<file path="config.mk">
export PLATFORM = sky130hd
export DESIGN_NAME = resp_command_stream_parser_core
export DESIGN_NICKNAME = d
export VERILOG_FILES = /design/src/hdl/rcsp_pkg.sv /design/src/hdl/rcsp_num.sv /design/src/hdl/rcsp_fsm.sv /design/src/hdl/resp_command_stream_parser_core.sv
export VERILOG_INCLUDE_DIRS = /design/src /design/src/hdl
export SDC_FILE = /design/constraint.sdc
export NUM_CORES = 1
export LEC_CHECK = 0
export ABC_AREA = 1
export ABC_CLOCK_PERIOD_IN_PS = 3300
export BUFFER_PORTS_ARGS = -buffer_cell sky130_fd_sc_hd__buf_2
export CAP_MARGIN = 20
export CORE_UTILIZATION = 40
export CTS_CLUSTER_DIAMETER = 100
export DETAILED_ROUTE_END_ITERATION = 10
export HOLD_SLACK_MARGIN = 0.08
export SKIP_LAST_GASP = 1
export SYNTH_ARGS = -nofsm -noshare
export SYNTH_HDL_FRONTEND = slang
export SYNTH_SLANG_ARGS = --single-unit
</file>
<file path="constraint.sdc">
create_clock -name clk -period 3.3 [get_ports clk]
set_input_delay 0.495 -clock clk [delete_from_list [all_inputs] [get_ports clk]]
set_output_delay 0.495 -clock clk [all_outputs]
set_load 0.01 [all_outputs]
</file>
<file path="src/hdl/resp_command_stream_parser_core_defines.svh">
// Assertion helpers for the request parser core.
// Both expect a clock named clk and an active-low reset named rst_n in scope.
`ifndef RESP_COMMAND_STREAM_PARSER_CORE_DEFINES_SVH
`define RESP_COMMAND_STREAM_PARSER_CORE_DEFINES_SVH

// Consequent holds in the same cycle as the antecedent.
`define RCSP_ASSERT_NOW(label, ante, cons) \
  label: assert property (@(posedge clk) disable iff (!rst_n) (ante) |-> (cons)) \
    else $error("rcsp: same-cycle check failed");

// Consequent holds in the cycle after the antecedent.
`define RCSP_ASSERT_NEXT(label, ante, cons) \
  label: assert property (@(posedge clk) disable iff (!rst_n) (ante) |=> (cons)) \
    else $error("rcsp: next-cycle check failed");

`endif

</file>
<file path="src/hdl/rcsp_pkg.sv">
`default_nettype none
package rcsp_pkg;

  localparam logic [7:0] CH_STAR   = 8'h2A;
  localparam logic [7:0] CH_DOLLAR = 8'h24;
  localparam logic [7:0] CH_CR     = 8'h0D;
  localparam logic [7:0] CH_LF     = 8'h0A;
  localparam logic [7:0] CH_ZERO   = 8'h30;
  localparam logic [7:0] CH_NINE   = 8'h39;

  typedef enum logic [8:0] {
    PH_START  = 9'b000000001,
    PH_COUNT  = 9'b000000010,
    PH_SEEK   = 9'b000000100,
    PH_LEN    = 9'b000001000,
    PH_SKIP1  = 9'b000010000,
    PH_DATA   = 9'b000100000,
    PH_SKIP2  = 9'b001000000,
    PH_INLINE = 9'b010000000,
    PH_ERROR  = 9'b100000000
  } phase_t;

  typedef enum logic [1:0] {
    NUM_DIGIT = 2'd0,
    NUM_END   = 2'd1,
    NUM_ERR   = 2'd2
  } num_status_t;

  typedef struct packed {
    logic [7:0] arg_byte;
    logic       has_byte;
    logic       arg_end;
    logic       cmd_end;
    logic       parse_error;
  } result_t;

endpackage
`default_nettype wire

</file>
<file path="src/hdl/rcsp_num.sv">
`default_nettype none
module rcsp_num #(
  parameter int NUMBER_WIDTH = 32
) (
  input  wire logic [7:0]              num_byte,
  input  wire logic [NUMBER_WIDTH-1:0] num_accum,
  input  wire logic                    num_seen,
  output rcsp_pkg::num_status_t        num_status,
  output logic [NUMBER_WIDTH-1:0]      num_next
);

  localparam int WideW = NUMBER_WIDTH + 4;

  logic             is_digit;
  logic [3:0]       digit;
  logic [WideW-1:0] wide;
  logic             ovf;

  assign is_digit = (num_byte >= rcsp_pkg::CH_ZERO) && (num_byte <= rcsp_pkg::CH_NINE);
  assign digit    = 4'(num_byte - rcsp_pkg::CH_ZERO);

  // accum * 10 + digit, four spare bits catch any overflow of the number width
  assign wide = ({4'b0, num_accum} << 3) + ({4'b0, num_accum} << 1)
              + {{NUMBER_WIDTH{1'b0}}, digit};
  assign ovf      = |wide[WideW-1:NUMBER_WIDTH];
  assign num_next = wide[NUMBER_WIDTH-1:0];

  always_comb begin
    if (num_byte == rcsp_pkg::CH_CR) begin
      num_status = num_seen ? rcsp_pkg::NUM_END : rcsp_pkg::NUM_ERR;
    end else if (!is_digit || ovf) begin
      num_status = rcsp_pkg::NUM_ERR;
    end else begin
      num_status = rcsp_pkg::NUM_DIGIT;
    end
  end

endmodule
`default_nettype wire

</file>
<file path="src/hdl/rcsp_fsm.sv">
`default_nettype none
module rcsp_fsm #(
  parameter int NUMBER_WIDTH = 32
) (
  input  wire logic       clk,
  input  wire logic       rst_n,
  input  wire logic       step_en,
  input  wire logic [7:0] step_byte,
  output rcsp_pkg::result_t res,
  output logic            res_any,
  output logic            in_error
);

  rcsp_pkg::phase_t phase_r, phase_nxt;
  logic [NUMBER_WIDTH-1:0] accum_r, accum_nxt;
  logic                    seen_r, seen_nxt;
  logic [NUMBER_WIDTH-1:0] args_r, args_nxt;
  logic [NUMBER_WIDTH-1:0] bytes_r, bytes_nxt;
  logic [7:0]              held_r, held_nxt;

  rcsp_pkg::num_status_t   num_status;
  logic [NUMBER_WIDTH-1:0] num_next;
  rcsp_pkg::result_t       res_raw;

  rcsp_num #(.NUMBER_WIDTH(NUMBER_WIDTH)) u_num (
    .num_byte   (step_byte),
    .num_accum  (accum_r),
    .num_seen   (seen_r),
    .num_status (num_status),
    .num_next   (num_next)
  );

  always_comb begin
    phase_nxt = phase_r;
    accum_nxt = accum_r;
    seen_nxt  = seen_r;
    args_nxt  = args_r;
    bytes_nxt = bytes_r;
    held_nxt  = held_r;
    res_raw   = '0;
    case (phase_r)
      rcsp_pkg::PH_START: begin
        if (step_byte == rcsp_pkg::CH_STAR) begin
          accum_nxt = '0;
          seen_nxt  = 1'b0;
          phase_nxt = rcsp_pkg::PH_COUNT;
        end else if (step_byte == rcsp_pkg::CH_LF) begin
          res_raw.arg_end = 1'b1;
          res_raw.cmd_end = 1'b1;
        end else begin
          held_nxt  = step_byte;
          phase_nxt = rcsp_pkg::PH_INLINE;
        end
      end
      rcsp_pkg::PH_INLINE: begin
        // the held byte is always live here; the one before LF is dropped
        if (step_byte == rcsp_pkg::CH_LF) begin
          res_raw.arg_end = 1'b1;
          res_raw.cmd_end = 1'b1;
          phase_nxt       = rcsp_pkg::PH_START;
        end else begin
          res_raw.arg_byte = held_r;
          res_raw.has_byte = 1'b1;
          held_nxt         = step_byte;
        end
      end
      rcsp_pkg::PH_COUNT: begin
        case (num_status)
          rcsp_pkg::NUM_DIGIT: begin
            accum_nxt = num_next;
            seen_nxt  = 1'b1;
          end
          rcsp_pkg::NUM_END: begin
            if (accum_r == '0) begin
              // empty command; its CR opens an inline line
              res_raw.cmd_end = 1'b1;
              held_nxt        = step_byte;
              phase_nxt       = rcsp_pkg::PH_INLINE;
            end else begin
              args_nxt  = accum_r;
              phase_nxt = rcsp_pkg::PH_SEEK;
            end
            accum_nxt = '0;
            seen_nxt  = 1'b0;
          end
          default: phase_nxt = rcsp_pkg::PH_ERROR;
        endcase
      end
      rcsp_pkg::PH_SEEK: begin
        if (step_byte == rcsp_pkg::CH_DOLLAR) begin
          accum_nxt = '0;
          seen_nxt  = 1'b0;
          phase_nxt = rcsp_pkg::PH_LEN;
        end
      end
      rcsp_pkg::PH_LEN: begin
        case (num_status)
          rcsp_pkg::NUM_DIGIT: begin
            accum_nxt = num_next;
            seen_nxt  = 1'b1;
          end
          rcsp_pkg::NUM_END: begin
            bytes_nxt = accum_r;
            accum_nxt = '0;
            seen_nxt  = 1'b0;
            phase_nxt = rcsp_pkg::PH_SKIP1;
          end
          default: phase_nxt = rcsp_pkg::PH_ERROR;
        endcase
      end
      rcsp_pkg::PH_SKIP1: begin
        if (step_byte == rcsp_pkg::CH_LF) begin
          phase_nxt = (bytes_r == '0) ? rcsp_pkg::PH_SKIP2 : rcsp_pkg::PH_DATA;
        end
      end
      rcsp_pkg::PH_DATA: begin
        res_raw.arg_byte = step_byte;
        res_raw.has_byte = 1'b1;
        bytes_nxt        = bytes_r - NUMBER_WIDTH'(1);
        if (bytes_r == NUMBER_WIDTH'(1)) begin
          phase_nxt = rcsp_pkg::PH_SKIP2;
        end
      end
      rcsp_pkg::PH_SKIP2: begin
        if (step_byte == rcsp_pkg::CH_LF) begin
          res_raw.arg_end = 1'b1;
          args_nxt        = args_r - NUMBER_WIDTH'(1);
          if (args_r == NUMBER_WIDTH'(1)) begin
            res_raw.cmd_end = 1'b1;
            phase_nxt       = rcsp_pkg::PH_START;
          end else begin
            phase_nxt = rcsp_pkg::PH_SEEK;
          end
        end
      end
      default: phase_nxt = rcsp_pkg::PH_ERROR;
    endcase
  end

  // error is sticky and masks every other field
  always_comb begin
    if (phase_nxt == rcsp_pkg::PH_ERROR) begin
      res             = '0;
      res.parse_error = 1'b1;
    end else begin
      res = res_raw;
    end
  end

  assign res_any  = res.has_byte | res.arg_end | res.cmd_end | res.parse_error;
  assign in_error = (phase_r == rcsp_pkg::PH_ERROR);

  always_ff @(posedge clk) begin
    if (!rst_n) begin
      phase_r <= rcsp_pkg::PH_START;
      accum_r <= '0;
      seen_r  <= 1'b0;
      args_r  <= '0;
      bytes_r <= '0;
      held_r  <= '0;
    end else if (step_en) begin
      phase_r <= phase_nxt;
      accum_r <= accum_nxt;
      seen_r  <= seen_nxt;
      args_r  <= args_nxt;
      bytes_r <= bytes_nxt;
      held_r  <= held_nxt;
    end
  end

endmodule
`default_nettype wire

</file>
<file path="src/hdl/resp_command_stream_parser_core.sv">
// Request stream parser: one request byte in, at most one result out.
// Path: an accepted byte is registered, then stepped through the parser into
// the result register if it yields one; inline line bytes come out one byte late.
// Throughput: one byte per cycle, stalled while a held result waits for out_ready.
// Reset (rst_n low, synchronous): parser returns to command start, counters
// and the sticky error clear, input and result registers empty.
`default_nettype none
`include "resp_command_stream_parser_core_defines.svh"
module resp_command_stream_parser_core #(
  parameter int NUMBER_WIDTH = 32
) (
  input  wire logic       clk,
  input  wire logic       rst_n,
  input  wire logic       in_valid,
  output logic            in_ready,
  input  wire logic [7:0] in_byte,
  output logic            out_valid,
  input  wire logic       out_ready,
  output logic [7:0]      out_arg_byte,
  output logic            out_has_byte,
  output logic            out_arg_end,
  output logic            out_cmd_end,
  output logic            out_parse_error
);

  logic              s1_valid_r, s1_valid_nxt;
  logic [7:0]        s1_byte_r;
  logic              out_valid_r, out_valid_nxt;
  rcsp_pkg::result_t out_res_r;
  logic              out_free;
  logic              s1_advance;
  logic              in_xfer;
  rcsp_pkg::result_t res;
  logic              res_any;
  logic              in_error;
  logic              out_marks;

  assign out_free   = !out_valid_r || out_ready;
  assign s1_advance = s1_valid_r && out_free;
  assign in_ready   = !s1_valid_r || out_free;
  assign in_xfer    = in_valid && in_ready;

  rcsp_fsm #(.NUMBER_WIDTH(NUMBER_WIDTH)) u_fsm (
    .clk       (clk),
    .rst_n     (rst_n),
    .step_en   (s1_advance),
    .step_byte (s1_byte_r),
    .res       (res),
    .res_any   (res_any),
    .in_error  (in_error)
  );

  always_comb begin
    s1_valid_nxt = s1_valid_r;
    if (in_xfer) begin
      s1_valid_nxt = 1'b1;
    end else if (s1_advance) begin
      s1_valid_nxt = 1'b0;
    end
  end

  always_comb begin
    out_valid_nxt = out_valid_r;
    if (s1_advance && res_any) begin
      out_valid_nxt = 1'b1;
    end else if (out_ready) begin
      out_valid_nxt = 1'b0;
    end
  end

  always_ff @(posedge clk) begin
    if (!rst_n) begin
      s1_valid_r  <= 1'b0;
      out_valid_r <= 1'b0;
    end else begin
      s1_valid_r  <= s1_valid_nxt;
      out_valid_r <= out_valid_nxt;
    end
  end

  // payload: hold the byte and the result until the next transfer
  always_ff @(posedge clk) begin
    if (in_xfer) begin
      s1_byte_r <= in_byte;
    end
    if (s1_advance && res_any) begin
      out_res_r <= res;
    end
  end

  assign out_valid       = out_valid_r;
  assign out_arg_byte    = out_res_r.arg_byte;
  assign out_has_byte    = out_res_r.has_byte;
  assign out_arg_end     = out_res_r.arg_end;
  assign out_cmd_end     = out_res_r.cmd_end;
  assign out_parse_error = out_res_r.parse_error;

  assign out_marks = out_res_r.arg_end | out_res_r.cmd_end | out_res_r.parse_error;

  `RCSP_ASSERT_NEXT(a_error_sticky, in_error, in_error)
  `RCSP_ASSERT_NOW(a_data_alone, out_valid_r && out_res_r.has_byte, !out_marks)
  `RCSP_ASSERT_NEXT(a_stage_hold, s1_valid_r && !out_free, s1_valid_r && $stable(s1_byte_r))

endmodule
`default_nettype wire
</file>
==> results.tsv, run 1 <==
stage	metric	value	unit
finish	diodes	0	
clock_tree	htreeDepth	4	
synthesis	ys_types	55	
drt	wl_met3	2.01	mm
drt	met1_length	15.5	mm
sta	drv_slew	0	
pwr	peakVddDrop	0.373	mV
pwr	p_comb_frac	0.088	
setup_path	worst_setup_path_end_kind	flip-flop	
worst_hold_path	min_path_type	input pin to flip-flop	
grt	grt_max_degree	75	
drt	dr.pass1.iters	6	
synthesis	ys_ff_latch	136	
synthesis	async_flop_share	0	
clock_tree	tritoncts	done	
setup_path	cpMaxStageDelayCell	dfxtp_1	
flow_run	cap_violations	0	
sta	tns	0	ns
die	die_w	161	microns
finish	fillers	2568	
synthesis	synth_fp_nets	1643	
setup_path	critical_path_peak_fanout	12	
pwr	p_clk_frac	0.480	
pwr	p_int	0.00284	W
setup_path	rr_startpoint	u_fsm.accum_r[15]	
drt	top_layer	met4	
drt	wl_met2	15.1	mm
place	dpl.hpwl	25.5	mm
sta	fin_crit_sh	0.939	
die	die_y	161	microns
grt	antenna_found_initial	0	
pwr	seqPwrFrac	0.433	
synthesis	syn_inst	1562	
sta	tightest_slew	0.659	ns
setup_path	r2r-end	out_arg_byte[4]	
worst_hold_path	hp-start	in_byte[6]	
clock_tree	cts_made_buffers	17	
setup_path	critPathKind	flip-flop to flip-flop	
grt	grt_overflow	0	
die	rows	57	
die	design.die.area	0.0260	sq mm
place	place_congestion	0.903	
setup_path	r2r_cells	16	
drt	via_per_inst	5.46	
synthesis	yosysSeqAreaShare	0.288	
synthesis	avgSynthCellArea	6.51	sq um
pwr	swShare	0.295	
sta	hold_viol	0	
sta	fin_skew	0.0102	ns
drt	num_vias	10700	
clock_tree	cts_buffer_depth	2	
die	io_pins	26	
worst_hold_path	hold_depth	1	
die	start_util	0.413	
finish	multi_input_area	0.00637	sq mm
clock_tree	clock-root-buffer	clkbuf_16	
sta	relSlewSlack	0.557	
pwr	netSwitchingPower	0.00119	W
drt	drt_wl_total	33.8	mm
setup_path	required	3.50	ns
clock_tree	clk_pin_slew_worst_paths	0.07	ns
drt	initialDrtViolationCount	910	
drt	drcViolationCount	0	
worst_hold_path	hold_path_end	s1_byte_r[6]	
setup_path	critPathMaxStageDelay	0.39	ns
setup_path	rrSetupSlack	0.20	ns
sta	min_period	3.10	ns
pwr	p_per_area	345	mW/mm^2
clock_tree	hold_buffers	0	
die	design.core.area	0.0246	sq mm
drt	wl_per_cell	17.2	microns
finish	drive_gt1_frac	0.107	
drt	ant_nets	0	
outcome	status	complete, no violations	
place	io_buffers	25	
setup_path	crit_chain	ha_1 > ha_1 > a21oi_1 > nor2_1 > nor2_1 > a21boi_1 > nand2_1 > nand2_1 > nand2_1 > nor2_2 > nand2_2 > nand2_4 > nand3_1 > nand2_1 > inv_1 > buf_12	
synthesis	synth-edff-count	20	
grt	grt_pass1_wl	54.6	mm
setup_path	arrival	3.30	ns
finish	fin_nets	1706	
synthesis	synth_warnings	0	
synthesis	synth_flop_cell	dfxtp_1	
setup_path	critPathLaunchType	flip-flop	
setup_path	cp_common_cell	nand2_1	
sta	finalSetupViolations	0	
pwr	p_leak	5.38	nW
finish	regArea	0.00292	sq mm
clock_tree	clk_latency	0.44	ns
sta	holdWs	0.226	ns
finish	areaGrowthSynthToFinish	14.9	%
clock_tree	clkSinkCount	136	
sta	clock.fmax	323	MHz
grt	grt_pass1_vias	10100	
synthesis	synth_area	0.0102	sq mm
grt	grt_usage	0.268	
[final cells by class]
class	count	area share
well taps	324	0.0347
multi-input cells	1192	0.546
repair buffers	95	0.0600
flip-flops and latches	136	0.250
clock inverters	15	0.0133
inverters	183	0.0589
clock buffers	17	0.0364
[stage by stage]
step / worst slack (ns) / utilization / power, W / instance area, sq um / cells
6_report: 0.203 / 0.474 / 0.00402 / 11700 / 1962
5_1_grt: -0.00522 / 0.474 / 0.00416 / 11700 / 1962
4_1_cts: 0.0574 / 0.472 / 0.00404 / 11600 / 1960
3_5_place_dp: 0.0717 / 0.448 / 0.00213 / 11000 / 1928
3_3_place_gp: 0.119 / 0.448 / 0.00212 / 11000 / 1928
2_1_floorplan: 0.147 / - / 0.00201 / 10200 / 1562
[how the worst max path moves through the flow]
stage | startpoint | to | cells past startpoint
2_1_floorplan | s1_byte_r[3] | out_arg_byte[0] | 21
3_3_place_gp | s1_byte_r[3] | out_parse_error | 22
3_5_place_dp | s1_byte_r[3] | out_arg_byte[6] | 21
4_1_cts | s1_byte_r[3] | out_arg_byte[4] | 21
5_1_grt | s1_byte_r[3] | out_arg_byte[4] | 22
6_report | u_fsm.accum_r[15] | out_arg_byte[4] | 16
[power groups by stage]
stage | clock network (W) | registers [W] | logic [W]
2_1_floorplan | 0 | 0.00178 | 0.000228
3_3_place_gp | 0 | 0.00178 | 0.000346
3_5_place_dp | 0 | 0.00178 | 0.000347
4_1_cts | 0.00195 | 0.00174 | 0.000349
5_1_grt | 0.00202 | 0.00174 | 0.000395
6_report | 0.00193 | 0.00174 | 0.000353
[cell usage after synthesis, types with 2 or more instances]
cell type / instances / area share
xnor2_1: 22 / 0.019
o21ai_0: 107 / 0.053
nand4_1: 45 / 0.028
nand3b_1: 3 / 0.0022
o21bai_1: 5 / 0.0037
nor3_4: 2 / 0.0032
buf_6: 2 / 0.0022
nor2_1: 179 / 0.066
a211oi_1: 4 / 0.0030
o211ai_1: 16 / 0.012
clkinv_1: 2 / 0.00074
buf_4: 2 / 0.0015
fa_1: 2 / 0.0039
nor3_1: 46 / 0.023
nor4_2: 2 / 0.0025
edfxtp_1: 20 / 0.059
inv_2: 11 / 0.0041
inv_1: 170 / 0.063
nand2_1: 360 / 0.13
or2_2: 6 / 0.0037
clkbuf_1: 32 / 0.012
a21oi_1: 158 / 0.078
nor4_1: 14 / 0.0086
nand3_1: 78 / 0.038
dfxtp_1: 116 / 0.23
nor3_2: 4 / 0.0039
a31o_2: 2 / 0.0017
ha_1: 67 / 0.082
buf_2: 14 / 0.0069
xor2_1: 25 / 0.022
o22ai_1: 5 / 0.0031
o21ai_1: 10 / 0.0049
nor2_2: 3 / 0.0018
a31oi_1: 7 / 0.0043
[kinds of logic (layout without fill, tap and decap cells)]
group	count (synthesis)	in the layout	share of synthesized area
buf+inv	234	310	0.0904
compound gates	325	325	0.172
xor+xnor	47	47	0.0405
simple gates	751	751	0.323
flops	136	136	0.288
fa+ha+maj	69	69	0.0864
[cells in the final DEF, fill, tap and decap left out, types with 4 or more instances in the layout]
| master | Yosys | layout |
|---|---|---|
| xnor2_1 | 22 | 22 |
| clkbuf_16 | 0 | 17 |
| o21ai_0 | 107 | 107 |
| o22ai_1 | 5 | 5 |
| buf_4 | 2 | 66 |
| xor2_1 | 25 | 25 |
| nor3_2 | 4 | 4 |
| nand3_1 | 78 | 77 |
| nor2_2 | 3 | 4 |
| inv_8 | 0 | 4 |
| buf_12 | 0 | 4 |
| nand2_1 | 360 | 357 |
| inv_2 | 11 | 11 |
| a21oi_1 | 158 | 157 |
| edfxtp_1 | 20 | 20 |
| ha_1 | 67 | 66 |
| nor3_1 | 46 | 46 |
| o21bai_1 | 5 | 5 |
| nand4_1 | 45 | 45 |
| a31oi_1 | 7 | 7 |
| buf_2 | 14 | 25 |
| or2_2 | 6 | 6 |
| nor2_1 | 179 | 178 |
| a211oi_1 | 4 | 4 |
| inv_6 | 0 | 5 |
| dfxtp_1 | 116 | 115 |
| nor4_1 | 14 | 13 |
| o21ai_1 | 10 | 10 |
| o211ai_1 | 16 | 16 |
| inv_1 | 170 | 169 |
[what timing repair did]
item,in CTS,in global routing
endpoints found under the setup margin,0,43
setup buffers,0,2
resized for setup,0,12
[sequential cells by signal (all words and copies together), names as in the netlist]
signal	flops
out_parse_error	1
out_cmd_end	1
u_fsm.accum_r	32
s1_byte_r	8
u_fsm.bytes_r	32
u_fsm.phase_r	9
u_fsm.held_r	8
u_fsm.seen_r	1
u_fsm.args_r	32
out_arg_end	1
out_arg_byte	8
s1_valid_r	1
out_valid	1
out_has_byte	1
[critical path, delay by kind of cell, from the launching register on]
family                   cells  cell delay (ns)
flip-flops                   1             0.39
AO/OA/AOI/OAI                2             0.54
AND/OR/NAND/NOR             10             1.08
adder cells (fa/ha/maj)      2             0.62
buffers and inverters        2             0.23
[metal layers]
metal  vias to the layer above  GRT usage
met1                      4950      0.363
met3                        59     0.0298
met5                         -          0
met2                       326      0.430
met4                         0      0.111
li1                       5372          -
(Power assumes the default switching activity.)
==> run 2: changes to the inputs <==
--- a/config.mk
+++ b/config.mk
@@ -6,7 +6,7 @@
 export SDC_FILE = /design/constraint.sdc
 export NUM_CORES = 1
 export LEC_CHECK = 0
-export ABC_AREA = 1
+export ABC_AREA = 0
 export ABC_CLOCK_PERIOD_IN_PS = 3300
 export BUFFER_PORTS_ARGS = -buffer_cell sky130_fd_sc_hd__buf_2
 export CAP_MARGIN = 20
==> run 2 against run 1 <==
  * The flow now finishes with violations (negative setup slack)
  * Non-clock buffer count up 96
  * Via count decreased by 8.0%
  * Global-route usage fell by 0.22 points
  * Utilization grew 4.1 points
  * Setup slack worse by 0.61 ns
  * Sequential power about the same
  * Register-to-register slack worse by 0.61 ns
  * Area after synthesis is 8.1% lower
  * Clock power grew 4%
  * Critical path type unchanged
==> results.tsv, run 2 <==
stage	metric	value	unit	change
die	io_pins	26		unchanged
drt	dr.pass1.iters	5		-1
setup_path	critical_path_peak_fanout	6		-6
drt	num_vias	9850		-8.0%
sta	rsz0062_at_grt	true		
grt	grt_overflow	0		unchanged
die	die_w	155	microns	-4.1%
finish	fillers	2173		-15%
finish	largestRegisters	u_fsm.accum_r x32, u_fsm.args_r x32, u_fsm.bytes_r x32		
clock_tree	cts_made_buffers	17		unchanged
place	dpl.hpwl	21.3	mm	-17%
clock_tree	clk_latency	0.44	ns	about the same
synthesis	syn_inst	1230		-21%
drt	ant_nets	0		unchanged
sta	setup_ws	-0.406	ns	-0.609 ns
die	start_util	0.410		-0.00302
drt	via_per_inst	5.84		+7.1%
pwr	p_per_area	338	mW/mm^2	-2.1%
grt	grt_pass1_wl	49.3	mm	-9.7%
sta	tightest_slew	0.916	ns	+0.257 ns
die	die_y	155	microns	-4.1%
finish	multi_input_area	0.00618	sq mm	-3.1%
finish	layout_common_cells	150 x buf_4, 134 x nand2_1, 127 x nor2_1, 115 x dfxtp_1, 111 x a21oi_1		
synthesis	ys_types	75		+36%
finish	drive_gt1_frac	0.195		+0.0884
sta	fin_crit_sh	1.12		+0.185
finish	areaGrowthSynthToFinish	25.8	%	
sta	clock.fmax	270	MHz	-16%
grt	grt_max_degree	52		-31%
synthesis	synth_area_leader_cell	dfxtp_1		
setup_path	cp_common_cell	inv_2		
setup_path	critPathMaxStageDelay	0.58	ns	+0.19 ns
setup_path	critPathKind	flip-flop to flip-flop		
place	pre_cts_slack	-0.453	ns	-0.525 ns
sta	hold_viol	0		unchanged
clock_tree	cts_buffer_depth	2		unchanged
grt	grt_pass1_vias	9233		-8.7%
pwr	p_leak	4.87	nW	-9.4%
sta	finalSetupViolations	52		+52
setup_path	crit_chain	inv_2 > fa_1 > inv_2 > fa_2 > a211oi_2 > o211ai_1 > nand2_1 > o2111ai_2 > a31oi_1 > mux2_4 > or4b_4 > nand2_8 > a31oi_4		
flow_run	cap_violations	0		unchanged
finish	utilization	0.516		+0.0411
synthesis	async_flop_share	0		unchanged
grt	antenna_found_initial	1		+1
worst_hold_path	min_path_type	input pin to flip-flop		
die	rows	55		-3.5%
finish	regArea	0.00292	sq mm	unchanged
synthesis	synth.most_common_cell	nand2_1		
outcome	violations	negative setup slack		
synthesis	ys_ff_latch	136		unchanged
die	design.die.area	0.0240	sq mm	-8.0%
synthesis	synth_fp_nets	1311		-20%
clock_tree	hold_buffers	0		unchanged
sta	relSlewSlack	0.385		-0.172
clock_tree	clkSinkCount	136		unchanged
synthesis	synthTopCellsByCount	135 x nand2_1, 129 x nor2_1, 116 x dfxtp_1		
clock_tree	clk_pin_slew_worst_paths	0.06	ns	about the same
grt	grt_usage	0.265		-0.00219
clock_tree	tritoncts	done		
synthesis	synth_area	0.00934	sq mm	-8.1%
sta	min_period	3.71	ns	+0.609 ns
finish	diodes	0		unchanged
setup_path	worst_setup_path_end_kind	flip-flop		
place	io_buffers	25		unchanged
drt	initialDrtViolationCount	796		-13%
setup_path	critPathLaunchType	flip-flop		
sta	tns	-14.38	ns	-14.38 ns
finish	fin_nets	1441		-16%
synthesis	synth_area_leaders	dfxtp_1 25%, ha_1 9.0%, edfxtp_1 6.4%		
place	place_congestion	0.882		-2.3%
synthesis	synth_flop_cell	dfxtp_1		
pwr	peakVddDrop	0.256	mV	-31%
drt	drcViolationCount	0		unchanged
sta	fin_skew	0.0143	ns	+0.00410 ns
outcome	status	complete, but fails checks		
drt	wl_per_cell	18.7	microns	+8.3%
setup_path	arrival	3.84	ns	+0.54 ns
clock_tree	clock-root-buffer	clkbuf_16		
die	design.core.area	0.0228	sq mm	-7.4%
sta	drv_slew	0		unchanged
synthesis	synth_top_cell_area_share	0.249		+0.0201
synthesis	avgSynthCellArea	7.59	sq um	+17%
clock_tree	htreeDepth	4		unchanged
setup_path	required	3.44	ns	-0.06 ns
finish	final_common_cell	buf_4		
synthesis	synth_warnings	0		unchanged
synthesis	synth-edff-count	20		unchanged
setup_path	cpMaxStageDelayCell	or4b_4		
synthesis	yosysSeqAreaShare	0.313		+0.0254
drt	drt_wl_total	31.5	mm	-6.9%
[run 2: cell types whose count changed in the layout (fill, tap and decap cells not counted), sizes merged, moves of 31 or more]
cell and change:
a21oi -45, buf +95, inv -163, nand2 -226
nand4 -31, nor2 -54
[run 2: critical path: cells and delay by family (launching register included)]
family          cells  cell delay, ns
compound gates      5            0.89
fa+ha+maj           2            0.90
buf+inv             2            0.10
mux                 1            0.33
flops               1            0.36
simple gates        3            0.82
[run 2: cell type report]
class / instances / area share
clock buffers: 19 / 0.0369
clock inverters: 13 / 0.0144
inverters: 23 / 0.00735
multi-input cells: 991 / 0.526
flip-flops and latches: 136 / 0.249
well taps: 313 / 0.0333
repair buffers: 191 / 0.133
[run 2: worst paths after layout]
check	start	endpoint	slack (ns)	depth (start not counted)
worst max-delay path	s1_byte_r[3]	out_arg_end	-0.41	13
worst min-delay path	in_byte[7]	s1_byte_r[7]	0.24	1
worst max register to register	s1_byte_r[3]	out_arg_end	-0.41	13
worst min register to register	u_fsm.seen_r	u_fsm.seen_r	0.47	1
[run 2: report_power, final]
group	total (W)	switching, W	internal (W)
Sequential	0.00173	0.0000226	0.00171
Clock	0.00201	0.000812	0.00120
Combinational	0.000220	0.000142	0.0000777
[run 2: layer usage]
metal	global-route usage	up-vias	share of wire
met5	0	-	0.00057
met1	0.344	4651	0.45
met4	0.118	2	0.036
met3	0.0535	82	0.056
met2	0.426	291	0.46
li1	-	4824	-
[run 2: cell families (layout without fill, tap and decap cells)]
logic type      Yosys count  count (layout)  share of synthesized area
compound gates          398             399                      0.259
xor+xnor                 30              30                     0.0281
fa+ha+maj                69              69                     0.0941
buf+inv                 104             246                     0.0438
flops                   136             136                      0.313
mux                       8               8                    0.00871
simple gates            485             485                      0.253
[run 2: through the flow]
step           power, W  std cells  instance area, sq um  hold WS, ns
2_1_floorplan   0.00190       1230                  9390        0.436
3_3_place_gp    0.00198       1640                 10800        0.454
3_5_place_dp    0.00198       1640                 10800        0.463
4_1_cts         0.00397       1684                 11700        0.232
5_1_grt         0.00407       1686                 11700        0.233
6_report        0.00396       1686                 11700        0.239
[run 2: timing repair]
| action | 4_1_cts | 5_1_grt |
|---|---|---|
| buffers inserted | 5 | 5 |
| gates resized for setup | 17 | 15 |
| cloned | 7 | 1 |
| pin swaps | 6 | 3 |
| setup endpoints to repair | 52 | 52 |
